<file path="src/rtl/core/ieval_pkg.sv">
// shared types, opcodes and sizes for the infix expression evaluator
`default_nettype none

package ieval_pkg;

  // arithmetic width of numbers, terms and totals
  localparam int VALUE_WIDTH = 32;
  // width of the result value port
  localparam int OUT_WIDTH   = 32;
  // divider step counter width
  localparam int DIV_CW      = $clog2(VALUE_WIDTH + 1);

  // token queue between front and back
  localparam int TQ_DEPTH = 2;
  localparam int TQ_AW    = (TQ_DEPTH > 1) ? $clog2(TQ_DEPTH) : 1;
  localparam int TQ_CW    = $clog2(TQ_DEPTH + 1);

  // operator codes
  typedef logic [1:0] op_t;
  localparam op_t OP_PLUS  = 2'd0;
  localparam op_t OP_MINUS = 2'd1;
  localparam op_t OP_MUL   = 2'd2;
  localparam op_t OP_DIV   = 2'd3;

  // character codes
  localparam logic [7:0] CH_PLUS  = 8'h2B;
  localparam logic [7:0] CH_MINUS = 8'h2D;
  localparam logic [7:0] CH_STAR  = 8'h2A;
  localparam logic [7:0] CH_SPACE = 8'h20;
  localparam logic [7:0] CH_ZERO  = 8'h30;
  localparam logic [7:0] CH_NINE  = 8'h39;

  // one closed number handed from front to back
  typedef struct packed {
    op_t                     op;       // operator applied to number
    logic [VALUE_WIDTH-1:0]  number;   // number just read
    logic                    is_op;    // closing character was an operator
    op_t                     next_op;  // that operator, when is_op
    logic                    last;     // expression ends with this token
  } token_t;

endpackage

`default_nettype wire

</file>
<file path="src/rtl/core/infix_integer_expression_evaluator_core.sv">
// top level of the infix integer expression evaluator
//
//   channel  | direction | handshake          | word
//   ---------+-----------+--------------------+-------------------------------------
//   input    | in        | push / full        | char_code, end_of_expression
//   result   | out       | empty / pop        | value, divide_by_zero
//
// digits and spaces, like operators, are accepted only while the token
// queue is not full.
// an operator or end mark becomes a token; the back end applies + - and *
// itself and hands a nonzero / to the divider.
// an end mark makes the back end form the result in the output register.
// full rises while the two-entry token queue is full.
`default_nettype none

module infix_integer_expression_evaluator_core (
  input  wire                               clk,
  input  wire                               rst,
  input  wire                               push,
  output logic                              full,
  input  wire  [7:0]                        char_code,
  input  wire                               end_of_expression,
  output logic                              empty,
  input  wire                               pop,
  output logic [ieval_pkg::OUT_WIDTH-1:0]   value,
  output logic                              divide_by_zero
);
  import ieval_pkg::*;

  token_t fr_token;
  token_t tq_token;
  logic   fr_push;
  logic   tq_full;
  logic   tq_empty;
  logic   tq_pop;

  // character front end
  ieval_front u_front (
    .clk               (clk),
    .rst               (rst),
    .push              (push),
    .full              (full),
    .char_code         (char_code),
    .end_of_expression (end_of_expression),
    .tq_full           (tq_full),
    .tq_push           (fr_push),
    .tq_token          (fr_token)
  );

  // token queue
  ieval_tq u_tq (
    .clk      (clk),
    .rst      (rst),
    .wr_en    (fr_push),
    .wr_token (fr_token),
    .q_full   (tq_full),
    .rd_en    (tq_pop),
    .rd_token (tq_token),
    .q_empty  (tq_empty)
  );

  // arithmetic back end
  ieval_back u_back (
    .clk            (clk),
    .rst            (rst),
    .tq_empty       (tq_empty),
    .tq_token       (tq_token),
    .tq_pop         (tq_pop),
    .empty          (empty),
    .pop            (pop),
    .value          (value),
    .divide_by_zero (divide_by_zero)
  );

endmodule

`default_nettype wire

</file>
<file path="src/rtl/core/ieval_front.sv">
// front end: reads characters, builds numbers and emits tokens
`default_nettype none

module ieval_front (
  input  wire                   clk,
  input  wire                   rst,
  input  wire                   push,
  output logic                  full,
  input  wire  [7:0]            char_code,
  input  wire                   end_of_expression,
  input  wire                   tq_full,
  output logic                  tq_push,
  output ieval_pkg::token_t     tq_token
);
  import ieval_pkg::*;

  logic [VALUE_WIDTH-1:0] number_accum;
  logic [VALUE_WIDTH-1:0] number_accum_next;
  op_t                    pending_op;
  op_t                    pending_op_next;

  logic                   accept;
  logic                   is_space;
  logic                   is_digit;
  logic                   is_oper;
  op_t                    char_op;
  logic [VALUE_WIDTH-1:0] digit_val;
  logic [VALUE_WIDTH-1:0] accum_x10;

  // word accepted whenever the token queue has room
  assign full   = tq_full;
  assign accept = push && !tq_full;

  // character classes
  assign is_space  = (char_code == CH_SPACE);
  assign is_digit  = (char_code >= CH_ZERO) && (char_code <= CH_NINE);
  assign is_oper   = !is_space && !is_digit;
  assign digit_val = VALUE_WIDTH'(char_code - CH_ZERO);
  assign accum_x10 = (number_accum << 3) + (number_accum << 1);

  // operator code of the character, anything unknown divides
  always_comb begin
    priority if (char_code == CH_PLUS) begin
      char_op = OP_PLUS;
    end else if (char_code == CH_MINUS) begin
      char_op = OP_MINUS;
    end else if (char_code == CH_STAR) begin
      char_op = OP_MUL;
    end else begin
      char_op = OP_DIV;
    end
  end

  // number build-up and token forming
  always_comb begin
    number_accum_next = number_accum;
    pending_op_next   = pending_op;
    tq_push           = 1'b0;
    tq_token.op       = pending_op;
    tq_token.number   = number_accum;
    tq_token.is_op    = is_oper;
    tq_token.next_op  = char_op;
    tq_token.last     = end_of_expression;
    if (accept) begin
      if (is_digit) begin
        number_accum_next = accum_x10 + digit_val;
        tq_token.number   = number_accum_next;
      end
      if (is_oper) begin
        number_accum_next = '0;
        pending_op_next   = char_op;
      end
      tq_push = is_oper || end_of_expression;
      if (end_of_expression) begin
        number_accum_next = '0;
        pending_op_next   = OP_PLUS;
      end
    end
  end

  always_ff @(posedge clk) begin
    if (rst) begin
      number_accum <= '0;
      pending_op   <= OP_PLUS;
    end else begin
      number_accum <= number_accum_next;
      pending_op   <= pending_op_next;
    end
  end

endmodule

`default_nettype wire

</file>
<file path="src/rtl/core/ieval_tq.sv">
// small token queue between front and back
`default_nettype none

module ieval_tq (
  input  wire                clk,
  input  wire                rst,
  input  wire                wr_en,
  input  ieval_pkg::token_t  wr_token,
  output logic               q_full,
  input  wire                rd_en,
  output ieval_pkg::token_t  rd_token,
  output logic               q_empty
);
  import ieval_pkg::*;

  token_t           slots [TQ_DEPTH];
  logic [TQ_AW-1:0] wr_ptr;
  logic [TQ_AW-1:0] rd_ptr;
  logic [TQ_CW-1:0] count;
  logic             do_wr;
  logic             do_rd;

  assign q_full   = (count == TQ_CW'(TQ_DEPTH));
  assign q_empty  = (count == '0);
  assign do_wr    = wr_en && !q_full;
  assign do_rd    = rd_en && !q_empty;
  assign rd_token = slots[rd_ptr];

  // storage
  always_ff @(posedge clk) begin
    if (do_wr) begin
      slots[wr_ptr] <= wr_token;
    end
  end

  // pointers and fill count
  always_ff @(posedge clk) begin
    if (rst) begin
      wr_ptr <= '0;
      rd_ptr <= '0;
      count  <= '0;
    end else begin
      if (do_wr) begin
        wr_ptr <= (wr_ptr == TQ_AW'(TQ_DEPTH - 1)) ? '0 : wr_ptr + 1'b1;
      end
      if (do_rd) begin
        rd_ptr <= (rd_ptr == TQ_AW'(TQ_DEPTH - 1)) ? '0 : rd_ptr + 1'b1;
      end
      if (do_wr && !do_rd) begin
        count <= count + 1'b1;
      end else if (do_rd && !do_wr) begin
        count <= count - 1'b1;
      end
    end
  end

endmodule

`default_nettype wire

</file>
<file path="src/rtl/core/ieval_div.sv">
// iterative signed divider, one quotient bit per cycle, truncates toward zero
`default_nettype none

module ieval_div (
  input  wire                                clk,
  input  wire                                rst,
  input  wire                                start,
  input  wire  [ieval_pkg::VALUE_WIDTH-1:0]  dividend,
  input  wire  [ieval_pkg::VALUE_WIDTH-1:0]  divisor,
  output logic                               done,
  output logic [ieval_pkg::VALUE_WIDTH-1:0]  quotient
);
  import ieval_pkg::*;

  logic                   running;
  logic [DIV_CW-1:0]      cnt;
  logic [VALUE_WIDTH-1:0] rem;
  logic [VALUE_WIDTH-1:0] quo;
  logic [VALUE_WIDTH-1:0] dmag;
  logic                   q_neg;
  logic [VALUE_WIDTH:0]   shifted;
  logic [VALUE_WIDTH:0]   diff;
  logic                   a_neg;
  logic                   b_neg;

  assign a_neg   = dividend[VALUE_WIDTH-1];
  assign b_neg   = divisor[VALUE_WIDTH-1];
  assign shifted = {rem, quo[VALUE_WIDTH-1]};
  assign diff    = shifted - {1'b0, dmag};

  // sign fix of the finished magnitude quotient
  assign quotient = q_neg ? (VALUE_WIDTH'(0) - quo) : quo;

  // control
  always_ff @(posedge clk) begin
    if (rst) begin
      running <= 1'b0;
      done    <= 1'b0;
      cnt     <= '0;
    end else begin
      done <= 1'b0;
      if (start) begin
        running <= 1'b1;
        cnt     <= DIV_CW'(VALUE_WIDTH);
      end else if (running) begin
        cnt <= cnt - 1'b1;
        if (cnt == DIV_CW'(1)) begin
          running <= 1'b0;
          done    <= 1'b1;
        end
      end
    end
  end

  // restoring shift-subtract datapath
  always_ff @(posedge clk) begin
    if (start) begin
      rem   <= '0;
      quo   <= a_neg ? (VALUE_WIDTH'(0) - dividend) : dividend;
      dmag  <= b_neg ? (VALUE_WIDTH'(0) - divisor) : divisor;
      q_neg <= a_neg ^ b_neg;
    end else if (running) begin
      if (!diff[VALUE_WIDTH]) begin
        rem <= diff[VALUE_WIDTH-1:0];
        quo <= {quo[VALUE_WIDTH-2:0], 1'b1};
      end else begin
        rem <= shifted[VALUE_WIDTH-1:0];
        quo <= {quo[VALUE_WIDTH-2:0], 1'b0};
      end
    end
  end

endmodule

`default_nettype wire

</file>
<file path="src/rtl/core/ieval_back.sv">
// back end: applies tokens to the running total and last term, emits results
`default_nettype none

module ieval_back (
  input  wire                                  clk,
  input  wire                                  rst,
  input  wire                                  tq_empty,
  input  ieval_pkg::token_t                    tq_token,
  output logic                                 tq_pop,
  output logic                                 empty,
  input  wire                                  pop,
  output logic [ieval_pkg::OUT_WIDTH-1:0]      value,
  output logic                                 divide_by_zero
);
  import ieval_pkg::*;

  localparam logic [1:0] S_IDLE = 2'd0;
  localparam logic [1:0] S_EXEC = 2'd1;
  localparam logic [1:0] S_DIV  = 2'd2;
  localparam logic [1:0] S_FIN  = 2'd3;

  logic [1:0]             state;
  token_t                 tok;
  logic [VALUE_WIDTH-1:0] running_total;
  logic [VALUE_WIDTH-1:0] last_term;
  logic                   error_seen;
  logic                   out_valid;

  logic                   div_start;
  logic                   div_done;
  logic [VALUE_WIDTH-1:0] div_quo;
  logic                   n_zero;
  logic                   out_free;
  logic                   flush_adds;
  logic [VALUE_WIDTH-1:0] fin_val;
  logic signed [63:0]     fin_ext;

  ieval_div u_div (
    .clk      (clk),
    .rst      (rst),
    .start    (div_start),
    .dividend (last_term),
    .divisor  (tok.number),
    .done     (div_done),
    .quotient (div_quo)
  );

  assign n_zero    = (tok.number == '0);
  assign tq_pop    = (state == S_IDLE) && !tq_empty;
  assign div_start = (state == S_EXEC) && (tok.op == OP_DIV) && !n_zero;
  assign out_free  = !out_valid || pop;
  assign empty     = !out_valid;

  // final flush: a trailing + or -, or no trailing operator, closes the open term; * and / zero it
  assign flush_adds = !tok.is_op || (tok.next_op == OP_PLUS) || (tok.next_op == OP_MINUS);
  assign fin_val    = flush_adds ? (running_total + last_term) : running_total;
  assign fin_ext    = 64'(signed'(fin_val));

  // sequencer and term arithmetic
  always_ff @(posedge clk) begin
    if (rst) begin
      state         <= S_IDLE;
      running_total <= '0;
      last_term     <= '0;
      error_seen    <= 1'b0;
    end else begin
      unique case (state)
        S_IDLE: begin
          if (!tq_empty) begin
            state <= S_EXEC;
          end
        end
        S_EXEC: begin
          state <= tok.last ? S_FIN : S_IDLE;
          unique case (tok.op)
            OP_PLUS: begin
              running_total <= running_total + last_term;
              last_term     <= tok.number;
            end
            OP_MINUS: begin
              running_total <= running_total + last_term;
              last_term     <= VALUE_WIDTH'(0) - tok.number;
            end
            OP_MUL: begin
              last_term <= VALUE_WIDTH'(last_term * tok.number);
            end
            OP_DIV: begin
              if (n_zero) begin
                error_seen <= 1'b1;
                last_term  <= '0;
              end else begin
                state <= S_DIV;
              end
            end
          endcase
        end
        S_DIV: begin
          if (div_done) begin
            last_term <= div_quo;
            state     <= tok.last ? S_FIN : S_IDLE;
          end
        end
        S_FIN: begin
          if (out_free) begin
            running_total <= '0;
            last_term     <= '0;
            error_seen    <= 1'b0;
            state         <= S_IDLE;
          end
        end
      endcase
    end
  end

  // token capture
  always_ff @(posedge clk) begin
    if (tq_pop) begin
      tok <= tq_token;
    end
  end

  // result register
  always_ff @(posedge clk) begin
    if (rst) begin
      out_valid <= 1'b0;
    end else if ((state == S_FIN) && out_free) begin
      out_valid <= 1'b1;
    end else if (pop) begin
      out_valid <= 1'b0;
    end
  end

  always_ff @(posedge clk) begin
    if ((state == S_FIN) && out_free) begin
      value          <= fin_ext[OUT_WIDTH-1:0];
      divide_by_zero <= error_seen || (tok.is_op && (tok.next_op == OP_DIV));
    end
  end

endmodule

`default_nettype wire

</file>
<file path="config.mk">
export PLATFORM = sky130hd
export DESIGN_NAME = infix_integer_expression_evaluator_core
export DESIGN_NICKNAME = d
export VERILOG_FILES = /design/src/rtl/core/ieval_pkg.sv /design/src/rtl/core/infix_integer_expression_evaluator_core.sv /design/src/rtl/core/ieval_front.sv /design/src/rtl/core/ieval_tq.sv /design/src/rtl/core/ieval_div.sv /design/src/rtl/core/ieval_back.sv
export SDC_FILE = /design/constraint.sdc
export NUM_CORES = 2
export LEC_CHECK = 0
export BUFFER_PORTS_ARGS = -buffer_cell sky130_fd_sc_hd__buf_4
export CORE_MARGIN = 1.5
export CORE_UTILIZATION = 50
export CTS_CLUSTER_DIAMETER = 50
export DETAILED_ROUTE_END_ITERATION = 16
export PLACE_DENSITY = 0.72
export SYNTH_ARGS = -nofsm -noshare
export SYNTH_HDL_FRONTEND = slang
export SYNTH_SLANG_ARGS = --single-unit
</file>
<file path="constraint.sdc">
create_clock -name clk -period 10 [get_ports clk]
set_clock_uncertainty 0.1 [all_clocks]
set_input_delay 1.5 -clock clk [delete_from_list [all_inputs] [get_ports clk]]
set_output_delay 1.5 -clock clk [all_outputs]
set_load 0.1 [all_outputs]
</file>
==> summary.md <==
| Metric | Value |
|---|---|
| Area leader, netlist | fa_1 |
| Cell Chain, Critical Path | buf_4, and2_1, fa_1, fa_1, fa_1, inv_1, fa_1, inv_1, fa_1, fa_1, fa_1, fa_1, ha_1, nand3_1, nor2_1, nand3_1, or2_2, o211ai_1, a31oi_1, o21ai_0, xnor2_1, a21oi_1, a21oi_1 |
| CTS Sinks | 358 |
| CP max stage delay | 0.75 ns |
| WS Path Type | flop to flop |
| Worst setup EP type | flop |
| Post-synth EDFFs | 212 |
| Busiest layer in global routing | met2 |
| Placed Area | 38600 um^2 |
| CTS root buf | clkbuf_16 |
| Post-Synth XOR/XNOR Area | 6.85% |
| Post-DP HPWL | 73.5 mm |
| Syn Nets | 4699 |
| Rel. slew slack | 19.4% |
| Vias in the first global route | 29000 |
| First-pass GRT wire length | 161 mm |
| Synth async-reset ratio | 0% |
| Initial Util | 50.3% |
| Routed Antenna Nets | 0 |
| Diode count | 0 |
| Crit-path max FO | 18 |
| Via/cell ratio | 5.77 |
| Routability cong. | 0.961 |
| Grt met2 use | 44.2% |
| Num rows | 100 |
| Area fraction of the dominant cell type after synthesis | 23.5% |
| Synthesized area per cell | 9.28 um^2 |
| Worst path arrival time | 8.07 ns |
| DR pass1 iterations | 6 |
| Share of cells above drive strength 1 | 7.09% |
| GRT Overall Usage | 26.8% |
| Status | complete, no violations |
| Hold_buf cts | 0 |
| Port bufs | 47 |
| # H-tree levels | 2 |
| Postcts setup bufs | 0 |
| Die H | 276 um |
| CP max stage cell | edfxtp_1 |
| Largest Register | u_tq.slots |
| Max-cap violations | 0 |
| FILL cells | 6506 |
| Clock buffer depth | 3 |
| Yosys warning count | 0 |
| Slew Limit Fails | 0 |
| Post-Place Worst Slack | 2.32 ns |
| Cell Area, Synth | 37300 um^2 |
| Synth Area in Simple Gates | 16.4% |
| CP required | 10.35 ns |
| Worst-path clk slew | 0.06 ns |
| Post-Synth Adder-Cell Area | 31.1% |
| I/O pins | 48 |
| Final Instance Area | 40200 um^2 |
| Period utilisation layout | 77.2% |
| Grt ovf | 0 |
| Fraction of synthesized area in multiplexers | 2.33% |
| Main combinational cell family by area after synthesis | adder cells |
| CTS tree | yes |
| Tmin final | 7.72 ns |
| DRC violations left | 0 |
| Met1 Resource Use GR | 34.9% |
| Fin Setup TNS | 0 ns |
| Critical path buffer and inverter count | 3 |
| Most area-consuming cells after synthesis | fa_1 (24%), edfxtp_1 (17%), dfxtp_1 (7.8%) |
| Maximum clock frequency | 0.130 GHz |
| Clk Latency, worst-skew pair | 0.60 ns |
| Commonest non-fill, non-tap cell in the layout | nand2_1 |
| Via count of the routed design | 28600 |
| Post-synthesis sequential area ratio | 24.9% |
| Cts bufs inserted | 46 |
| Number of antenna violations at the first check in global routing | 3 |
| Synth Area in Compound Gates | 11.4% |
| Top flop regs | u_tq.slots: 76 flops, u_back.tok: 38 flops |
| Core area | 74200 um^2 |
| Resize count post-CTS | 0 |
| RSZ-0062 raised after global routing | no |
| Die W | 276 um |
| Initial DRC count | 2778 |
| #FFs+latches synth | 358 |
| Endpoints failing setup | 0 |
| HP Class | flop to flop |
| Synth cell types | 75 |
| Commonest register cell after synthesis | edfxtp_1 |
| Least-Margin Pin Slew | 1.21 ns |
| Largest delay share family, worst path | adder cells |
| Final worst slack | 2.28 ns |
| Area growth from synthesis to layout | 7.71% |
| Fin nets | 4631 |
| Final hold slack | 0.367 ns |
| Fin. Hold Viols | 0 |
| Critical path's most frequent cell | fa_1 |
| Startpoint type of the worst setup path | flop |
| Drt wl/cell | 20.5 um |
| Die area | 76300 um^2 |
| Largest net degree at the start of global routing | 76 |
| Most frequent cells in the layout | nand2_1 (512), inv_1 (461), fa_1 (439) |
| WL final | 102 mm |
| Max reg flops | 76 |
| Met3 usage | 4.53% |
| Mapped Cells | 4022 |
cell type report:
class                      count  area (um^2)  area share [%]
multi-input combinational   2964        25500            63.3
sequential                   358         9290            23.1
inverter                     464         1740            4.33
clock buffer                  55         1210            3.02
tap                          969         1210            3.01
timing repair buffer         120          901            2.24
clock inverter                30          402           0.999
final timing paths:
kind	cells after the start	endpoint	startpoint	slack, ns
hold / removal	0	u_tq.slots[1][36]	u_front.pending_op[0]	0.37
setup reg to reg	23	u_back.last_term[31]	u_back.tok[9]	2.28
setup / recovery	23	u_back.last_term[31]	u_back.tok[9]	2.28
hold reg to reg	0	u_tq.slots[1][36]	u_front.pending_op[0]	0.37
per-layer routing:
layer	vias up	share of wire (%)	wire, um
met1	14100	40	41000
met3	300	8.0	8120
met2	1165	47	48000
li1	13100	-	-
met4	4	4.6	4700
met5	-	0.017	17
per-stage QoR:
step                cells  util [%]
CTS                  4960      54.2
global placement     4875      52.0
finish               4960      54.2
detailed placement   4875      52.0
global route         4960      54.2
floorplan            4022         -
synthesized netlist by cell type (8+ instances only):
library cell,n
and2_1,315
o41ai_1,12
or4_1,12
mux2i_1,35
a21oi_1,163
clkbuf_1,223
nor4_1,12
buf_1,8
o21a_1,26
o22ai_1,24
o211ai_1,10
a31oi_1,20
a21o_1,46
or2_2,9
nor2b_1,27
mux2_2,46
edfxtp_1,212
a22oi_1,26
nor2_1,177
nor3_1,51
nand2_1,512
a211oi_1,15
o21bai_1,9
and3_1,13
dfxtp_1,146
nand3_1,29
or3_1,29
o31ai_1,27
xnor2_1,179
fa_1,439
inv_1,461
o21ai_0,203
xor2_1,113
nand2b_1,26
a21boi_0,8
o211a_1,15
nand4_1,12
ha_1,225
cells by family after synthesis:
logic type | Yosys count
adder cells (fa/ha/maj) | 664
buffers and inverters | 700
AND/OR/NAND/NOR | 1256
AO/OA/AOI/OAI | 671
XOR/XNOR | 292
multiplexers | 81
flip-flops | 358
Power is left out: the tool's default activity adds up to more than one toggle a clock period on the data nets, which glitch-free logic cannot reach.
